==> src/hw/rtl/msrm_pkg.sv <==
// Package for the minimal standard random block: controller states,
// command and status structs and generator constants.
// No dependencies.
package msrm_pkg;

    // generator constants, modulus 2^31-1 and multiplier 16807
    localparam int SEED_W = 31;
    localparam int RANGE_W = 32;
    localparam int MULT_W = 15;
    localparam int PROD_W = SEED_W + MULT_W;
    localparam logic [MULT_W-1:0] GEN_MULT = 15'd16807;
    localparam logic [SEED_W-1:0] GEN_MOD = 31'h7FFF_FFFF;
    localparam logic [SEED_W-1:0] SEED_RESET = 31'd1;

    // one quotient bit per step over the 31-bit dividend
    localparam int DIV_STEPS = SEED_W;
    localparam int CNT_W = $clog2(DIV_STEPS);
    localparam logic [CNT_W-1:0] CNT_LAST = CNT_W'(DIV_STEPS - 1);

    typedef enum logic [2:0] {
        ST_IDLE,
        ST_MUL,
        ST_RED,
        ST_DIV,
        ST_DONE
    } msrm_state_t;

    // controller to datapath
    typedef struct packed {
        logic accept;
        logic mul;
        logic reduce;
        logic div_step;
        logic finish;
    } msrm_cmd_t;

    // datapath to controller
    typedef struct packed {
        logic range_zero;
        logic div_last;
        logic out_free;
    } msrm_status_t;

endpackage

==> src/hw/rtl/msrm_ctrl.sv <==
// Controller for the minimal standard random block: sequences the
// multiply, reduction, remainder steps and result hand-off.
// Depends on msrm_pkg.
module msrm_ctrl (
    input  logic                  aclk,
    input  logic                  aresetn,
    input  logic                  s_valid,
    output logic                  s_ready,
    input  msrm_pkg::msrm_status_t status,
    output msrm_pkg::msrm_cmd_t    cmd
);
    import msrm_pkg::*;

    msrm_state_t state_reg;
    msrm_state_t state_next;

    // state register
    always_ff @(posedge aclk) begin
        if (!aresetn) begin
            state_reg <= ST_IDLE;
        end else begin
            state_reg <= state_next;
        end
    end

    // next state
    always_comb begin
        state_next = state_reg;
        unique case (state_reg)
            ST_IDLE: begin
                if (s_valid) begin
                    state_next = ST_MUL;
                end
            end
            ST_MUL: begin
                state_next = ST_RED;
            end
            ST_RED: begin
                state_next = status.range_zero ? ST_DONE : ST_DIV;
            end
            ST_DIV: begin
                if (status.div_last) begin
                    state_next = ST_DONE;
                end
            end
            ST_DONE: begin
                if (status.out_free) begin
                    state_next = ST_IDLE;
                end
            end
            default: begin
                state_next = ST_IDLE;
            end
        endcase
    end

    // command outputs
    always_comb begin
        cmd = '0;
        s_ready = 1'b0;
        unique case (state_reg)
            ST_IDLE: begin
                s_ready = 1'b1;
                cmd.accept = s_valid;
            end
            ST_MUL: begin
                cmd.mul = 1'b1;
            end
            ST_RED: begin
                cmd.reduce = 1'b1;
            end
            ST_DIV: begin
                cmd.div_step = 1'b1;
            end
            ST_DONE: begin
                cmd.finish = status.out_free;
            end
            default: begin
                cmd = '0;
            end
        endcase
    end

endmodule

==> src/hw/rtl/msrm_datapath.sv <==
// Datapath for the minimal standard random block: running seed,
// multiply and modulus reduction, radix-2 remainder and output register.
// Depends on msrm_pkg.
module msrm_datapath (
    input  logic                                  aclk,
    input  logic                                  aresetn,
    input  msrm_pkg::msrm_cmd_t                   cmd,
    output msrm_pkg::msrm_status_t                status,
    input  logic signed [msrm_pkg::RANGE_W-1:0]   s_range_limit,
    input  logic                                  cfg_valid,
    input  logic        [msrm_pkg::SEED_W-1:0]    cfg_seed_load,
    output logic                                  m_valid,
    input  logic                                  m_ready,
    output logic        [msrm_pkg::SEED_W-1:0]    m_random_value
);
    import msrm_pkg::*;

    logic [SEED_W-1:0]  seed_reg;
    logic [SEED_W-1:0]  seed_fix;
    logic [PROD_W-1:0]  prod_reg;
    logic [SEED_W:0]    fold_sum;
    logic [SEED_W-1:0]  seed_new;
    logic [RANGE_W-1:0] mag_reg;
    logic               range_zero_reg;
    logic [SEED_W-1:0]  dividend_reg;
    logic [RANGE_W-1:0] rem_reg;
    logic [RANGE_W:0]   rem_trial;
    logic [RANGE_W-1:0] rem_next;
    logic [CNT_W-1:0]   cnt_reg;
    logic               out_valid_reg;
    logic [SEED_W-1:0]  out_value_reg;

    // zero seed acts as one
    assign seed_fix = (seed_reg == '0) ? SEED_RESET : seed_reg;

    // fold 2^31 back as 1, one subtract of the modulus
    assign fold_sum = {1'b0, prod_reg[SEED_W-1:0]}
                    + (SEED_W+1)'(prod_reg[PROD_W-1:SEED_W]);
    assign seed_new = (fold_sum >= {1'b0, GEN_MOD})
                    ? SEED_W'(fold_sum - {1'b0, GEN_MOD})
                    : fold_sum[SEED_W-1:0];

    // restoring remainder step
    assign rem_trial = {rem_reg, dividend_reg[SEED_W-1]};
    assign rem_next = (rem_trial >= {1'b0, mag_reg})
                    ? RANGE_W'(rem_trial - {1'b0, mag_reg})
                    : rem_trial[RANGE_W-1:0];

    // running seed, reloaded by a configuration write
    always_ff @(posedge aclk) begin
        if (!aresetn) begin
            seed_reg <= SEED_RESET;
        end else if (cfg_valid) begin
            seed_reg <= cfg_seed_load;
        end else if (cmd.reduce) begin
            seed_reg <= seed_new;
        end
    end

    // request capture, product and remainder registers
    always_ff @(posedge aclk) begin
        if (cmd.accept) begin
            range_zero_reg <= (s_range_limit == '0);
            mag_reg <= s_range_limit[RANGE_W-1] ? RANGE_W'(-s_range_limit)
                                                : RANGE_W'(s_range_limit);
        end
        if (cmd.mul) begin
            prod_reg <= PROD_W'(seed_fix) * PROD_W'(GEN_MULT);
        end
        if (cmd.reduce) begin
            dividend_reg <= seed_new;
            rem_reg <= '0;
            cnt_reg <= '0;
        end else if (cmd.div_step) begin
            dividend_reg <= {dividend_reg[SEED_W-2:0], 1'b0};
            rem_reg <= rem_next;
            cnt_reg <= cnt_reg + 1'b1;
        end
    end

    // output register
    always_ff @(posedge aclk) begin
        if (!aresetn) begin
            out_valid_reg <= 1'b0;
        end else if (cmd.finish) begin
            out_valid_reg <= 1'b1;
        end else if (m_ready) begin
            out_valid_reg <= 1'b0;
        end
    end

    always_ff @(posedge aclk) begin
        if (cmd.finish) begin
            out_value_reg <= range_zero_reg ? seed_reg : rem_reg[SEED_W-1:0];
        end
    end

    assign m_valid = out_valid_reg;
    assign m_random_value = out_value_reg;

    assign status.range_zero = range_zero_reg;
    assign status.div_last = (cnt_reg == CNT_LAST);
    assign status.out_free = !out_valid_reg || m_ready;

endmodule

==> src/hw/rtl/minimal_standard_random_modulo.sv <==
// Minimal standard random block, top level: controller and datapath.
// Depends on msrm_pkg, msrm_ctrl and msrm_datapath.
//
// Usage:
//   s_valid/s_ready carries a request with a signed range limit. Each
//   request advances the 31-bit seed (seed * 16807 mod 2^31-1, a zero
//   seed counting as one) and returns the new seed, or for a nonzero
//   range the new seed modulo the range's magnitude, on m_valid/m_ready.
//   cfg_valid/cfg_ready writes the starting seed; cfg_ready is always
//   high and a write reloads the running seed at once.
//   A request passes through the multiply and reduction states and, for
//   a nonzero range, the 31 steps of the one-bit-per-cycle remainder
//   unit before the result is loaded. One request is in flight at a time,
//   so a new request is taken in the cycle after the result is loaded.
//   The output register holds a finished result while the receiver
//   stalls; the next request is still taken and worked on, and waits in
//   the controller until the output register is free.
//   Reset (aresetn low, synchronous) sets the seed to one and empties
//   the output register.
module minimal_standard_random_modulo (
    input  logic                                aclk,
    input  logic                                aresetn,
    input  logic                                s_valid,
    output logic                                s_ready,
    input  logic signed [msrm_pkg::RANGE_W-1:0] s_range_limit,
    output logic                                m_valid,
    input  logic                                m_ready,
    output logic        [msrm_pkg::SEED_W-1:0]  m_random_value,
    input  logic                                cfg_valid,
    output logic                                cfg_ready,
    input  logic        [msrm_pkg::SEED_W-1:0]  cfg_seed_load
);
    import msrm_pkg::*;

    msrm_cmd_t    cmd;
    msrm_status_t status;

    // seed writes are always taken
    assign cfg_ready = 1'b1;

    // sequencing
    msrm_ctrl u_ctrl (
        .aclk    (aclk),
        .aresetn (aresetn),
        .s_valid (s_valid),
        .s_ready (s_ready),
        .status  (status),
        .cmd     (cmd)
    );

    // arithmetic and storage
    msrm_datapath u_datapath (
        .aclk           (aclk),
        .aresetn        (aresetn),
        .cmd            (cmd),
        .status         (status),
        .s_range_limit  (s_range_limit),
        .cfg_valid      (cfg_valid),
        .cfg_seed_load  (cfg_seed_load),
        .m_valid        (m_valid),
        .m_ready        (m_ready),
        .m_random_value (m_random_value)
    );

endmodule

==> config.mk <==
export PLATFORM = sky130hd
export DESIGN_NAME = minimal_standard_random_modulo
export DESIGN_NICKNAME = d
export VERILOG_FILES = /design/src/hw/rtl/msrm_pkg.sv /design/src/hw/rtl/msrm_ctrl.sv /design/src/hw/rtl/msrm_datapath.sv /design/src/hw/rtl/minimal_standard_random_modulo.sv
export SDC_FILE = /design/constraint.sdc
export NUM_CORES = 1
export LEC_CHECK = 0
export BUFFER_PORTS_ARGS = -buffer_cell sky130_fd_sc_hd__buf_2
export CAP_MARGIN = 20
export CORE_ASPECT_RATIO = 1.4
export CORE_MARGIN = 3
export CORE_UTILIZATION = 45
export CTS_BUF_LIST = sky130_fd_sc_hd__clkbuf_16
export CTS_CLUSTER_SIZE = 14
export DETAILED_ROUTE_END_ITERATION = 6
export PLACE_DENSITY = 0.59
export RECOVER_POWER = 100
export REMOVE_ABC_BUFFERS = 1
export SLEW_MARGIN = 20
export SYNTH_ARGS = -nofsm -noshare
export SYNTH_HDL_FRONTEND = slang
export SYNTH_SLANG_ARGS = --single-unit
==> constraint.sdc <==
create_clock -name aclk -period 12.7 [get_ports aclk]
set_clock_uncertainty 0.1 [all_clocks]
set_input_delay 1.27 -clock aclk [delete_from_list [all_inputs] [get_ports aclk]]
set_output_delay 1.27 -clock aclk [all_outputs]
set_load 0.005 [all_outputs]
==> results.env <==
WORST-R2R-CELL-COUNT=24
LARGEST_REGISTER_FFS=46
WORST_HOLD_PATH.ENDPOINT='u_datapath.cnt_reg[4]'
MAXSLEWHEADROOM_PCT=-101
VIOLATIONS_IN_THE_FINAL_REPORTS='capacitance limit, slew limit'
GRT_USE_TOTAL_PCT=22.7
WIRE_PER_INST_UM=19.8
DR.FIRST_ITER.DRC_COUNT=953
PLACE_CONGESTION=0.945
FINALHOLDVIOLATIONS=0
SYNTH_TOP_CELLS_BY_AREA='edfxtp_1, ha_1, fa_1'
WORSTPATHMAXFANOUT=10
SYNTH.TOP_CELLS.BY_COUNT='inv_1, ha_1, edfxtp_1, nand2_1, fa_1'
HOLD_BUFFERS_POST_CTS=0
PEAK_CLOCK_FREQUENCY_SUPPORTED_BY_TIMING_MHz=142
DPL.HPWL_UM=42400
CLOCK-ROOT-BUFFER='clkbuf_16'
COUNT_OF_PORT_BUFFERS_ADDED_DURING_PLACEMENT=100
PIN_COUNT=102
SYNTH_SIMPLE_GATE_AREA_SHARE_PCT=11.2
GRT.OVERFLOW.TOTAL=0
RUN_STATUS='finished, violations left'
DP_CELL_COUNT=2645
MAXIMUM_NUMBER_OF_PINS_ON_ONE_NET_BEFORE_GLOBAL_ROUTE_REPAIR=50
FINAL_CELL_COUNT_NO_FILL=2689
CP-END-KIND='flop'
POST_SYNTH_NUM_CELL_TYPES=84
COMPOUND_CELL_AREA_SHARE_OF_THE_YOSYS_NETLIST_PCT=14.8
SYNTH_CELLS=2087
TIGHTESTPINTRANSITION_PS=3010
HOLD_PATH.CLASS='reg -> reg'
CLOCK_TREE_FROM_TRITONCTS='done'
ANT_NETS=0
POST_CTS.RESIZED_INSTANCES=0
AREA_OF_THE_MAPPED_NETLIST_MM2=0.0197
CLOCK_SLEW_AT_THE_REGISTER_CLOCK_PINS_OF_THE_WORST_SETUP_AND_HOLD_PATHS_PS=70
CTS.SINK_COUNT=213
ANTENNA_FOUND_INITIAL=0
SYNTH.AREA.MUX_SHARE_PCT=3.50
DRV_CAP=7
INITIAL_UTILIZATION_PCT=45.6
CORE_AREA_MM2=0.0431
MIN_PERIOD_PS=7060
WORST_PATH_LARGEST_CELL_DELAY_PS=600
SETUP.WORST_PATH.START='u_datapath.seed_reg[26]'
GRT_USE_MET3_PCT=1.84
SYNTHESIS.YOSYS.WARNINGS=0
DIE_HEIGHT_UM=253
AREA.GROWTH.SYNTH_TO_FINAL_PCT=8.22
FINAL_NETS=2541
CELLLEAKAGEPOWER_nW=10.2
TOTAL_POWER_DENSITY_PER_CELL_AREA_mW_PER_MM2=276
WORSTPATHREQUIRED_PS=12860
IRDROPWORSTVDD_uV=140
SYNTH_AREA_LEADER_CELL='edfxtp_1'
TIMING.CRITICAL_PATH.ARRIVAL_PS=7220
SYNTH_SEQUENTIAL_AREA_RATIO_PCT=28.9
FRACTION_OF_POST_SYNTHESIS_CELL_AREA_IN_THE_TOP_CELL_TYPE_BY_AREA_PCT=21.5
DETAILROUTE.VIA_COUNT=14729
FIRST_GLOBAL_VIAS=15071
ROWS=90
SYNTH-XOR-AREA-SHARE_PCT=6.24
WORST_HOLD_STARTPOINT='u_datapath.cnt_reg[4]'
NUMBER_OF_FLOPS_MAPPED_TO_ENABLE_CELLS_BY_YOSYS=141
CLOCK_TREE.BUFFER_DEPTH=3
CTS_POST_SETUP_BUFFERS_INSERTED=0
CTS-HTREE-LEVELS=1
REG2REG_FROM='u_datapath.seed_reg[26]'
FINALSETUPTNS_PS=0
DOMINANTREGCELLSYNTH='edfxtp_1'
ASYNC_RESET_FF_SHARE_PCT=0
GRTUSAGEMET1_PCT=27.7
DRT-VIAS-PER-INSTANCE=5.48
SYNTH_TOP_FAMILY_BY_AREA='adder cells'
CRIT_CHAIN='nor4_1, nand4_1, o21bai_1, ha_1, ha_1, inv_1, fa_1, inv_1, ha_1, fa_1, inv_1, fa_1, inv_1, ha_1, a21o_1, a21o_1, a211oi_1, o21a_1, o32ai_1, or4_1, nand2_1, a21oi_1, a41oi_1, xnor2_1'
DRV_SLEW=265
YOSYSMOSTFREQUENTCELL='inv_1'
CRITICAL_PATH.REG2REG.ENDPOINT='u_datapath.prod_reg[44]'
ANTENNA_CELLS=0
REG2REG_SETUP_SLACK_PS=5640
SYNTHADDERAREAFRAC_PCT=26.9
GRT_PASS1_WL_UM=82600
COUNT_OF_ENDPOINTS_FAILING_SETUP_IN_THE_FINAL_REPORT=0
POST_ROUTE_CELLS_DRIVE_ABOVE_1_SHARE_PCT=7.96
GRT.MET2_USAGE_PCT=41.6
DRT_PASS1_ITERATIONS=6
TOP_USAGE_LAYER='met2'
LIBRARY_CELL_CONTRIBUTING_THE_LARGEST_SINGLE_DELAY_ON_THE_CRITICAL_PATH='o21bai_1'
SYNTH_AREA_PER_CELL_UM2=9.42
RSZ0062_AT_GRT='false'
FINAL_PERIOD_UTIL_PCT=55.6
ROUTE.DETAILED.DRC=0
WORSTSKEWPAIRLATENCY_PS=550
MIN_PATH_CELLS=1
PATH_CLASS='reg -> reg'
DIEAREA_MM2=0.0463
WORST_SETUP_PATH_START_KIND='flop'
WL_UM=53200
YOSYS_REGISTER_BITS=213
DIE_WIDTH_UM=183
POSTLAYOUTCOREUTIL_PCT=49.3
CTS_BUFFERS=25
[placed cells by master, fill, tap and decap left out, types with 19 or more instances in the layout]
cell       instances
inv_1            332
mux2i_1           35
nand4_1           24
dfxtp_1           72
nor3_1            19
nor2_1           105
buf_2             75
o31ai_1           23
xnor2_1           81
nand3_1           35
xor2_1            59
nand2_1          130
clkbuf_1          30
clkbuf_16         25
o21ai_0          110
a21oi_1          104
a21o_1            60
and2_1            25
fa_1             117
edfxtp_1         141
ha_1             236
[worst max-delay path, delay by kind of cell, from the launching register on]
| kind | cells | cell delay, ps |
|---|---|---|
| adder cells (fa/ha/maj) | 7 | 2700 |
| flip-flops | 1 | 470 |
| buffers and inverters | 4 | 180 |
| XOR/XNOR | 1 | 90 |
| AO/OA/AOI/OAI | 8 | 1970 |
| AND/OR/NAND/NOR | 4 | 1230 |
[layer usage]
metal  vias to the layer above  share of wire (%)
li1                       7195                  -
met1                      7076                 41
met2                       367                 51
met3                        91                4.1
met4                         0                3.9
met5                         -                  0
[worst max-delay path by stage]
stage	end	slack, ps	depth (start not counted)
final	u_datapath.prod_reg[44]	5640	24
after global routing	u_datapath.prod_reg[44]	5290	24
after CTS	u_datapath.prod_reg[44]	5660	24
after detailed placement	u_datapath.prod_reg[44]	5710	24
after global placement	u_datapath.prod_reg[44]	5670	24
after floorplan	u_datapath.prod_reg[43]	6570	24
[layout make-up]
class | count | area (um^2)
repair buffers | 110 | 522
clock inverters | 19 | 211
flip-flops and latches | 213 | 5680
clock buffers | 25 | 626
well taps | 552 | 691
multi-input cells | 1440 | 12300
inverters | 330 | 1240
fillers | 4067 | 21900
[power by group]
group / internal [mW] / leakage, nW / switching [mW]
Combinational: 1.54 / 7.89 / 2.35
Sequential: 1.08 / 1.90 / 0.145
Clock: 0.441 / 0.406 / 0.316
[metrics by stage]
stage / power [mW] / hold WS [ps] / worst slack (ps) / cell area (um^2)
finish: 5.87 / 389 / 5640 / 21300
global route: 6.42 / 399 / 5290 / 21300
CTS: 5.88 / 384 / 5660 / 21400
detailed placement: 5.10 / 370 / 5710 / 20500
global placement: 5.07 / 352 / 5670 / 20500
floorplan: 4.06 / 337 / 6570 / 19200
[cell families (layout without fill, tap and decap cells)]
logic type / count (synthesis) / count (layout)
simple gates: 447 / 447
compound gates: 434 / 434
buf+inv: 434 / 484
fa+ha+maj: 353 / 353
flops: 213 / 213
xor+xnor: 140 / 140
mux: 65 / 65
other cells: 1 / 1
Power figures use the tool's default switching activity.
